### config.mk
export PLATFORM = sky130hd
export DESIGN_NAME = smwe_ram
export DESIGN_NICKNAME = d
export VERILOG_FILES = /design/src/rtl/smwe_ram.sv
export SDC_FILE = /design/constraint.sdc
export NUM_CORES = 2
export LEC_CHECK = 0
export BUFFER_PORTS_ARGS = -buffer_cell sky130_fd_sc_hd__buf_4
export CORE_UTILIZATION = 40
export CTS_CLUSTER_DIAMETER = 80
export DETAILED_ROUTE_END_ITERATION = 10
export GPL_TIMING_DRIVEN = 1
export PLACE_DENSITY = 0.55
export SLEW_MARGIN = 25
export SYNTH_ARGS = -nofsm -noshare
export SYNTH_HDL_FRONTEND = slang
export SYNTH_SLANG_ARGS = --single-unit
### constraint.sdc
create_clock -name i_clk -period 7.8 [get_ports i_clk]
set_clock_uncertainty 0.05 [all_clocks]
set_input_delay 0 -clock i_clk [delete_from_list [all_inputs] [get_ports i_clk]]
set_output_delay 0 -clock i_clk [all_outputs]
set_load 0.01 [all_outputs]
### src/rtl/smwe_ram.sv
`timescale 1ns / 1ps
module smwe_ram #(
    parameter int WIDTH = 32,
    parameter int DEPTH = 64
) (
    input  logic                     i_clk,
    input  logic                     i_we,
    input  logic [$clog2(DEPTH)-1:0] i_waddr,
    input  logic [WIDTH-1:0]         i_wdata,
    input  logic [$clog2(DEPTH)-1:0] i_raddr,
    output logic [WIDTH-1:0]         o_rdata
);
    logic [WIDTH-1:0] r_mem [DEPTH];

    always_ff @(posedge i_clk) begin
        if (i_we) begin
            r_mem[i_waddr] <= i_wdata;
        end
        o_rdata <= r_mem[i_raddr];
    end
endmodule

# == Word level (Yosys, flattened, before mapping) ==
# Memories as Yosys holds them, arrays and structs flattened. A register that Yosys moved wholly into a read port is not among the register bits.
# Cells that the tools add are included.
# word_totals
output_inout_bits,32
input_bits,46
ff_bits,0
n_memories,1
mem_bits_rw,2048
elab_cells,3
# memory_table
name,depth,word_bits,rd,rd_clocked_by_memory_dff,write_ports,line,rtl
r_mem,64,32,1,1,1,13,logic [WIDTH-1:0] r_mem [DEPTH];
# classes
mux,2
# ops
op,count
$mux 1,2

# == Depth between registers and ports, before layout ==
# logic_depth
ltp_word,2
ltp_mapped,10
mapped_depth_nobuf,5

# == Least setup slack after synthesis ==
# Ideal clock, no wire load.
# synth_path
path_kind,input-to-reg
start,in i_waddr[3]
end,mem r_mem[48][0] (enable)
required_ns,7.289
arrival_ns,2.699
setup_time_ns,0.461
n_path_buf,1
stages,4
setup_slack_ns,4.590
path_cell_list,clkbuf_1 nor2b_1 nand4b_1 nor3_1
# synth_lines
item,line,rtl
start: declaration,8,"input logic [$clog2(DEPTH)-1:0] i_waddr,"
end: declaration,13,
# No word-level cell before the write port.

==> summary.txt <==
Place
  – I/O Buffers: slightly below 80
  – DP Worst Slack: between 3000 and 4000 ps
  – Routability cong.: about 0.74
  – DP Wirelength: 110 mm
  – Dpl cell area: 82,800 um2

CTS
  – H-tree levels: 4
  – Cts hold-fix bufs: between 40 and 50
  – Root buffer cell: clkbuf_16
  – Clk sinks: 2,080
  – Worst-path clk slew: 70 ps
  – CTS Buffer Depth: 3
  – Post-CTS Resized: 0
  – Clk_lat worst skew: 840 ps
  – Num CTS Buffers: roughly 210
  – Setup bufs post-CTS: 0
  – CTS tree: yes

Cells and area
  – Layout fillers: around 16k
  – Layout cells sized above 1: around 29%
  – Multi-input gate area: ~16,000 um2
  – Register Area: a little over 60,000 um2
  – Fin area: about 90,000 um2
  – Utilization of the core after routing: a little under half
  – Nets: 3,624
  – Area Overhead vs Synth: 14.7%

Floorplanning
  – Die Y: 445 um
  – Initial Util: between 40% and 50%
  – Core region area: around 200,000 um2
  – Chip Width: around 450 um
  – Site Rows: between 150 and 200
  – Die Area: 198,000 um2
  – Boundary Pins: about 80

Drt
  – Drt first pass iters: 5
  – Routed via count: approximately 37k
  – Vias per cell: roughly 5.8
  – DRT iter0 DRCs: about 4k
  – Final ANT Viol Nets: 0
  – Post-Route WL: 213 mm
  – Drt drc: 0
  – WL/cell: approximately 33 um

Global route
  – GRT Total Usage: a little over a fifth
  – Gr ovfl total: 0
  – First-pass GRT wire length: between 200 and 300 mm
  – Vias in the first global route: between 30k and 40k
  – Initial antenna violation count: 9
  – Largest net degree at the start of global routing: a little over 90

Synth
  – Most common cell in the netlist: edfxtp_1
  – Asr flop ratio synth: 0%
  – Ys Warns: 0
  – Post-synth cell types: 34
  – Synth area leaders: edfxtp_1 78%, mux4_2 16%, mux2i_1 1.2%
  – Seq/Total Area, Yosys: 79.1%
  – Mapped Cells: between 3k and 4k
  – Top-area cell type share of the netlist area: around four fifths
  – FF+latch count, synth: between 2k and 2.5k
  – Avg Synthesized Cell Area: between 20 and 25 um2
  – Syn Nets: roughly 3.4k
  – EDFF count, synth: 2,048
  – Post-synth top area cell: edfxtp_1
  – Post-synth top cells: 2,048 x edfxtp_1, 544 x mux4_2, 137 x nor2_1
  – Synthesized area: around 79,000 um2
  – Ys flop type: edfxtp_1

STA
  – Final Cycle Share: approximately 45%
  – Slew @ Worst Pin: 1110 ps
  – Max Slew Vio Count: 0
  – Worst Slack Setup Final: between 4000 and 5000 ps
  – Min cycle time layout: approximately 3500 ps
  – Final Setup Violations: 0
  – Final hold violation count: 0
  – Fin Hold WS: 69.3 ps
  – RSZ-0062 raised after global routing: false
  – Max transition margin: between 20% and 30%
  – Achievable Freq: 284 MHz
  – Setup tns final: 0 ps

Pwr
  – Pwr Density: roughly 260 nW/um2
  – Lkg Pwr: 27.8 nW
  – Worst vdd ir: 0.000223 V

Setup path
  – Worst EP required: about 8400 ps
  – WP data arrival: ~4200 ps
  – Crit path max fanout: 92
  – Worst setup SP type: primary input
  – Worst Setup End Kind: register
  – Crit Path Category: primary input to register

Worst hold path
  – Worst min-delay path category: primary input to register

Job
  – Max cap viols: 0

Run status
  – Status: finished clean
-- flip-flops by register name, indices dropped and copies added, names as in the netlist --
| name | flops |
|---|---|
| r_mem | 2048 |
| o_rdata | 32 |
-- final cells by class --
type | instances | share of cell area, %
clock buffer | 281 | 6.27
sequential | 2080 | 69.0
clock inverter | 116 | 1.21
timing repair buffer | 223 | 2.12
antenna | 3 | 0.00834
multi-input combinational | 1062 | 17.7
tap | 2624 | 3.65
-- cell usage in the layout (no fill, tap or decap), drive strengths merged, types with 4 or more instances in the layout --
cell type / synthesis / final
mux4: 544 / 544
a311oi: 8 / 8
a22oi: 12 / 12
nor3: 7 / 7
a21oi: 62 / 62
and3: 4 / 4
nand3b: 5 / 5
o221ai: 27 / 27
o32ai: 4 / 4
bufinv: 0 / 15
dlygate4sd3: 0 / 47
clkinvlp: 0 / 5
clkbuf: 74 / 281
nand2b: 8 / 8
a41o: 4 / 4
nor2: 137 / 137
mux2i: 93 / 93
nand2: 26 / 26
buf: 108 / 176
or3b: 5 / 5
o22ai: 84 / 84
edfxtp: 2048 / 2048
nand3: 5 / 5
clkinv: 0 / 87
inv: 0 / 9
nor2b: 15 / 15
dfxtp: 32 / 32
-- where the power goes --
part	internal [mW]	switching (mW)	total (mW)	leakage [nW]
Combinational	0.431	0.706	1.14	5.80
Clock	5.59	4.25	9.84	3.26
Sequential	12.4	0.0540	12.4	18.7
Total	18.4	5.01	23.4	27.8
-- routing by layer --
layer / wire [um] / track usage [%]
met5: 13 / 0
met2: 103000 / 34.5
met1: 89800 / 30.2
met3: 15100 / 4.23
met4: 5300 / 5.85
-- cell families (layout without fill, tap and decap cells) --
group                  count (synthesis)  count (layout)  synth area share (%)
other                                  0               3                     0
flip-flops                          2080            2080                  79.1
AO/OA/AOI/OAI                        202             202                  1.67
AND/OR/NAND/NOR                      223             223                  1.27
multiplexers                         637             637                  16.8
buffers and inverters                182             620                  1.13
-- worst max-delay path, cell delays in order --
cell	delay, ps
dlygate4sd3_1	570
buf_8	540
buf_12	550
buf_4	600
mux4_2	610
o221ai_1	230
a21oi_1	170
a21oi_1	500
nor2_1	180
-- final timing paths --
kind                 from     endpoint  slack [ps]  cells past startpoint
max            i_raddr[1]  o_rdata[21]        4280                      9
min reg2reg  r_mem[12][8]   o_rdata[8]         710                      4
min            i_raddr[2]  o_rdata[30]          70                      5
max reg2reg  r_mem[12][1]   o_rdata[1]        5190                      4
-- per-stage QoR --
step | cells | total power [mW]
6_report | 6389 | 23.4
5_1_grt | 6387 | 24.0
4_1_cts | 6386 | 23.6
3_5_place_dp | 5942 | 13.8
3_3_place_gp | 5942 | 13.8
2_1_floorplan | 3324 | 13.2
No activity file was read; power rests on OpenSTA's default activity.
