### src/rtl/smwe_div.sv
`timescale 1ns / 1ps
// Restoring divider, one quotient bit a cycle, on magnitudes.
module smwe_div #(
    parameter int W = 32
) (
    input  logic         i_clk,
    input  logic         i_rst_n,
    input  logic         i_start,
    input  logic [W-1:0] i_num,
    input  logic [W-1:0] i_den,
    output logic         o_done,
    output logic [W-1:0] o_quo,
    output logic [W-1:0] o_rem
);
    localparam int CW = $clog2(W + 1);
    logic [W-1:0]  r_quo, r_den;
    logic [W:0]    r_rem;
    logic [CW-1:0] r_cnt;
    logic          r_busy;
    logic [W:0]    w_trial;

    assign w_trial = {r_rem[W-1:0], r_quo[W-1]} - {1'b0, r_den};

    always_ff @(posedge i_clk) begin
        if (!i_rst_n) begin
            r_busy <= 1'b0;
            o_done <= 1'b0;
        end else begin
            o_done <= 1'b0;
            if (i_start) begin
                r_busy <= 1'b1;
                r_cnt  <= CW'(W);
                r_quo  <= i_num;
                r_den  <= i_den;
                r_rem  <= '0;
            end else if (r_busy) begin
                if (w_trial[W]) begin
                    r_rem <= {r_rem[W-1:0], r_quo[W-1]};
                    r_quo <= {r_quo[W-2:0], 1'b0};
                end else begin
                    r_rem <= w_trial;
                    r_quo <= {r_quo[W-2:0], 1'b1};
                end
                r_cnt <= r_cnt - 1'b1;
                if (r_cnt == CW'(1)) begin
                    r_busy <= 1'b0;
                    o_done <= 1'b1;
                end
            end
        end
    end
    assign o_quo = r_quo;
    assign o_rem = r_rem[W-1:0];
endmodule

### config.mk
export PLATFORM = sky130hd
export DESIGN_NAME = smwe_div
export DESIGN_NICKNAME = d
export VERILOG_FILES = /design/src/rtl/smwe_div.sv
export SDC_FILE = /design/constraint.sdc
export NUM_CORES = 1
export LEC_CHECK = 0
export ABC_AREA = 1
export BUFFER_PORTS_ARGS = -buffer_cell sky130_fd_sc_hd__buf_2
export CORE_MARGIN = 2
export CORE_UTILIZATION = 55
export CTS_BUF_LIST = sky130_fd_sc_hd__clkbuf_8
export DETAILED_ROUTE_END_ITERATION = 10
export PLACE_DENSITY = 0.79
export SYNTH_ARGS = -nofsm -noshare
export SYNTH_HDL_FRONTEND = slang
export SYNTH_SLANG_ARGS = --single-unit
### constraint.sdc
create_clock -name i_clk -period 4.16 [get_ports i_clk]
set_clock_uncertainty 0.2 [all_clocks]
set_input_delay 0.832 -clock i_clk [delete_from_list [all_inputs] [get_ports i_clk]]
set_output_delay 0.832 -clock i_clk [all_outputs]
set_load 0.01 [all_outputs]
# Word-level counts from Yosys, hierarchy flattened
# Index checks and enable logic that the tools add are counted.
[classes] add_sub_neg=2 multipliers=0 div_mod_pow=0 order_cmp=0 n_eq_ne=1 n_shift=0 mux=10 n_bitwise=2 reduce_logical=4
[op_table] op="$mux 32" count=4
[op_table] op="$sub 33x32->33" count=1
[op_table] op="$eq 6x1->1 const B" count=1
[op_table] op="$mux 6" count=1
[op_table] op="$sub 6x1->6 const B" count=1
[op_table] op="$mux 1" count=5
[op_table] op="$reduce_and 2->1" count=2
[op_table] op="$reduce_or 3->1" count=1
[op_table] op="$not 1->1" count=2
[op_table] op="$reduce_bool 2->1" count=1
[word_totals] reg_bits=104 latchBits=0 mem_bits_rw=0 rom_bits=0 in_bits=67 output_inout_bits=65 mem_count=0

# Depth between registers and ports, before layout
[logic_depth] depth_word=4 mapped_depth=18

# Worst setup path before layout
# Ideal clock, no wire load.
[synth_path] path_kind="input to register" from="input i_rst_n" to="register r_quo[0] (netlist: o_quo[0]) (enable)" setup_ns=0.431 t_arrival_ns=2.409 setup_slack_ns=1.120 path_stages=2 path_buffers=0 cell_sequence="nand2_1 nand2_1"
[synth_via] elab_chain_len=1
[synth_rtl] element="start: declaration" line_no="7" rtl="input logic i_rst_n,"
[synth_rtl] element="$reduce_and 2->1 (no source line)"
[synth_rtl] element="end signal: assignment" line_no="33" rtl="r_quo <= i_num;"
[synth_rtl] element="end signal: assignment" line_no="39" rtl="r_quo <= {r_quo[W-2:0], 1'b0};"
[synth_rtl] element="end signal: assignment" line_no="42" rtl="r_quo <= {r_quo[W-2:0], 1'b1};"
[synth_rtl] element="end: declaration" line_no="16" rtl="logic [W-1:0] r_quo, r_den;"
# No other way between the ends.
# A chain may end at the register's enable or synchronous reset.

# Final worst setup path
[layout_path] from="register r_quo[31] (netlist: o_quo[31])" to="register r_rem[18], data pin"
[layout_via] elab_chain_len=3
[layout_rtl] element="$sub 33x32->33" line_no="22" rtl="assign w_trial = {r_rem[W-1:0], r_quo[W-1]} - {1'b0, r_den};"
[layout_rtl] element="$mux 32" line_no="37" rtl="if (w_trial[W]) begin"
[layout_rtl] element="$mux 32" line_no="36" rtl="end else if (r_busy) begin"
[layout_rtl] element="end signal: assignment" line_no="38" rtl="r_rem <= {r_rem[W-1:0], r_quo[W-1]};"
[layout_rtl] element="end signal: assignment" line_no="41" rtl="r_rem <= w_trial;"
[layout_rtl] element="end: declaration" line_no="17" rtl="logic [W:0] r_rem;"
# No other way between the ends. The select of a mux whose other input is x is not followed.

==> parameters.txt <==
Parameter                              Value

Yosys
  Biggest area consumer among synthesized cells ... edfxtp_1
  Net Count, Synth ... ~1,100
  Synthesized instance count ... between 900 and 1,000
  Sequential element share of the synthesized area ... 0.445
  Async set-reset flop share out of synthesis ... 0
  Syn Area/Cell ... 7.28 um^2
  Count of flip-flops with a built-in enable after synthesis ... approximately 100
  Post-Synthesis Cell Area ... about 7000 um^2
  Most numerous cell in the Yosys netlist ... nand2_1
  Synth top area share ... 0.439
  Dominant cells by area after synthesis ... edfxtp_1, nand2_1, inv_1, ha_1, nor2_1
  Post-synth cell types ... 34
  Number of warning messages in the yosys log ... 0
  Most used flip-flop cell after synthesis ... edfxtp_1
  Commonest cells in the synthesized netlist ... nand2_1, inv_1, nor2_1, edfxtp_1, ha_1
  Seq cells post-synth ... 104

Clock network
  Clk root buf ... clkbuf_8
  Number of buffers added for setup after CTS ... 0
  Hold Buf Count CTS ... 0
  Clock tree from TritonCTS ... yes
  Clock transition at the registers of the reported paths ... 100 ps
  Maximum level of the CTS H-tree ... 3
  TritonCTS Sinks ... roughly 100
  Post-CTS resize count ... 0
  Buffers from clock root to sink, at most ... 2
  Number of CTS-inserted buffers ... 9
  Clock network latency to the later pin of the worst-skew pair ... roughly 400 ps

Worst setup path
  R2R depth ... 17
  Stages on the worst setup path ... 17
  Biggest cell delay along the critical path ... a little over 400 ps
  Launching element type of the critical path ... flop
  Data arrival, critical path ... between 2000 and 3000 ps
  Data required time at the worst endpoint ... between 4000 and 5000 ps
  Critical path type ... flop to flop
  Most used cell along the critical path ... nand2_2
  Family of cells with the greatest summed delay on the critical path ... simple AND/OR/NAND/NOR gates
  Crit path buffers/inverters ... 2
  Cell Chain, Critical Path ... inv_1 > ha_1 > fa_1 > inv_1 > nand2_1 > nand2_1 > nand3_2 > nand2_2 > nand2_2 > nand2_2 > nand2_2 > nand2_2 > nand2_2 > nand2_4 > nand2_1 > nand2_1 > nor2_1
  Slowest CP cell ... fa_1
  Maximum fanout along the worst path ... 33
  Nature of the critical path endpoint ... flop

Floorplanning
  I/O pin total ... approximately 130
  Die extent in y ... approximately 120 um
  Width of the die ... around 120 um
  Die Footprint ... between 10,000 and 15,000 um^2
  Starting density of the core ... 0.557
  Core Footprint ... ~13,000 um^2
  Row cnt ... 41

Worst hold path
  Number of cells traversed by the worst hold path ... 2
  Class of the worst hold path ... flop to flop

STA
  Post-layout min period ... about 2900 ps
  Accumulated negative setup slack ... 0 ps
  Unrepaired setup endpoints after global routing ... false
  Worst hold slack ... around 300 ps
  Share of the clock period used by the worst path ... 0.689
  Relative slew slack ... 0.557
  Endpoints failing hold ... 0
  Actual slew at the worst max-slew pin ... roughly 660 ps
  Setup violation total in the final timing report ... 0
  Peak Freq ... 349 MHz
  Final Slew Violations ... 0

Global routing
  Pin count of the biggest net entering global routing ... 56
  Met2 Track Usage GR ... 0.425
  Global-route wire length before repair ... approximately 27,000 um
  Fraction of met1 tracks used by global routing ... 0.331
  Number of global-route vias before repair ... around 5,700
  GR met3 Demand/Resource ... 0.0628
  Antenna violations before repair ... 0
  GR Util All Layers ... 0.254
  Total gr overflow ... 0
  Most congested layer reported by global routing ... met2

Final layout
  Number of cells in the finished layout apart from fillers ... around 1,300
  Final core utilization ... 0.638
  Fraction of final layout cells sized beyond drive strength 1 ... 0.160
  P&R area growth vs syn ... 14.5%
  Fin nets ... ~1,200
  N_diodes ... 0
  Number of fill cells in the layout ... 1,186

Pwr
  Overall power consumption ... 3.28 mW
  Ratio of total power to cell area ... about 400 nW/um^2
  Maximum VDD drop ... between 0.2 and 0.3 mV
  Leakage component of the power ... ~4.4 nW

Drt
  Drt drc ... 0
  First DRT Iteration DRCs ... between 400 and 500
  Drt pass-1 iters ... 5
  Vias ... 6,213
  Final routed wire length divided by cell count ... 13.1 um
  Final routed wirelength across all metal layers ... around 17,000 um
  Vias/cell ... between 4 and 5
  Number of nets with antenna violations after routing ... 0

Placed design
  Final HPWL DP ... between 10,000 and 15,000 um
  Port Buf Inserts ... between 100 and 150
  Last weighted congestion value of the routability-driven placer ... roughly 0.97
  Placed Cells incl. Taps ... ~1,300

Flow run
  Number of max-cap violations ... 0

Run status
  Run status ... finished, final reports clean
[through the flow]
step	setup slack (ps)	area [um^2]
after floorplan	1120	6980
after global placement	1460	7800
after detailed placement	1320	7800
after CTS	1290	7990
after global routing	1030	7990
final	1290	7990
[power by group]
part	switching [mW]	total, mW	leakage (nW)	internal, mW
Combinational	0.832	1.28	3.27	0.445
Sequential	0.0772	1.38	1.00	1.31
Clock	0.389	0.618	0.0950	0.229
[worst register-to-register path, cell delays in order, from the launching register on]
cell	delay (ps)
edfxtp_1	380
inv_1	50
ha_1	220
fa_1	410
inv_1	110
nand2_1	60
nand2_1	110
nand3_2	80
nand2_2	110
nand2_2	60
nand2_2	80
nand2_2	70
nand2_2	100
nand2_2	70
nand2_4	280
nand2_1	130
nand2_1	80
nor2_1	40
[final timing paths]
path	slack, ps	to	start
setup / recovery	1290	r_rem[18]	o_quo[31]
hold / removal	300	o_done	r_busy
setup reg to reg	1290	r_rem[18]	o_quo[31]
hold reg to reg	300	o_done	r_busy
[cell families after synthesis]
family                   Yosys count  share of synthesized area
flip-flops                       104                      0.445
AO/OA/AOI/OAI                     32                     0.0253
XOR/XNOR                          15                     0.0188
buffers and inverters            183                      0.104
adder cells (fa/ha/maj)           35                     0.0638
AND/OR/NAND/NOR                  589                      0.343
[flip-flops by register name (all words and copies together) (netlist names)]
signal  flops
o_done      1
r_busy      1
r_rem      32
o_quo      32
r_cnt       6
r_den      32
[final cells by class]
| cell class | instances | area [um^2] | share of cell area |
|---|---|---|---|
| clock inverter | 7 | 63.8 | 0.00799 |
| sequential | 104 | 3100 | 0.388 |
| multi-input combinational | 671 | 3150 | 0.394 |
| tap | 172 | 215 | 0.0269 |
| clock buffer | 9 | 124 | 0.0155 |
| inverter | 167 | 627 | 0.0785 |
| timing repair buffer | 136 | 706 | 0.0883 |
[cell usage in the layout (no fill, tap or decap), types with 2 or more instances in the layout]
cell / n
a21oi_1: 23
nand2_4: 2
inv_2: 2
clkinv_4: 2
nor2_2: 3
nand4_1: 7
nand3_2: 2
a21o_1: 2
nand3_1: 31
dfxtp_1: 2
clkbuf_8: 9
buf_4: 4
nand3b_1: 8
ha_1: 34
inv_6: 3
buf_2: 131
or2_2: 2
xor2_1: 14
o21bai_1: 2
nor3_1: 5
nand2_1: 408
o21ai_0: 3
inv_1: 165
nor2_1: 106
nand2_2: 10
edfxtp_1: 102
[metal layers]
layer,share of wire,vias up
li1,-,3202
met1,0.45,2790
met2,0.46,207
met3,0.068,14
met4,0.015,0
met5,0,-
Note: power is estimated with default switching activity, not from simulation.
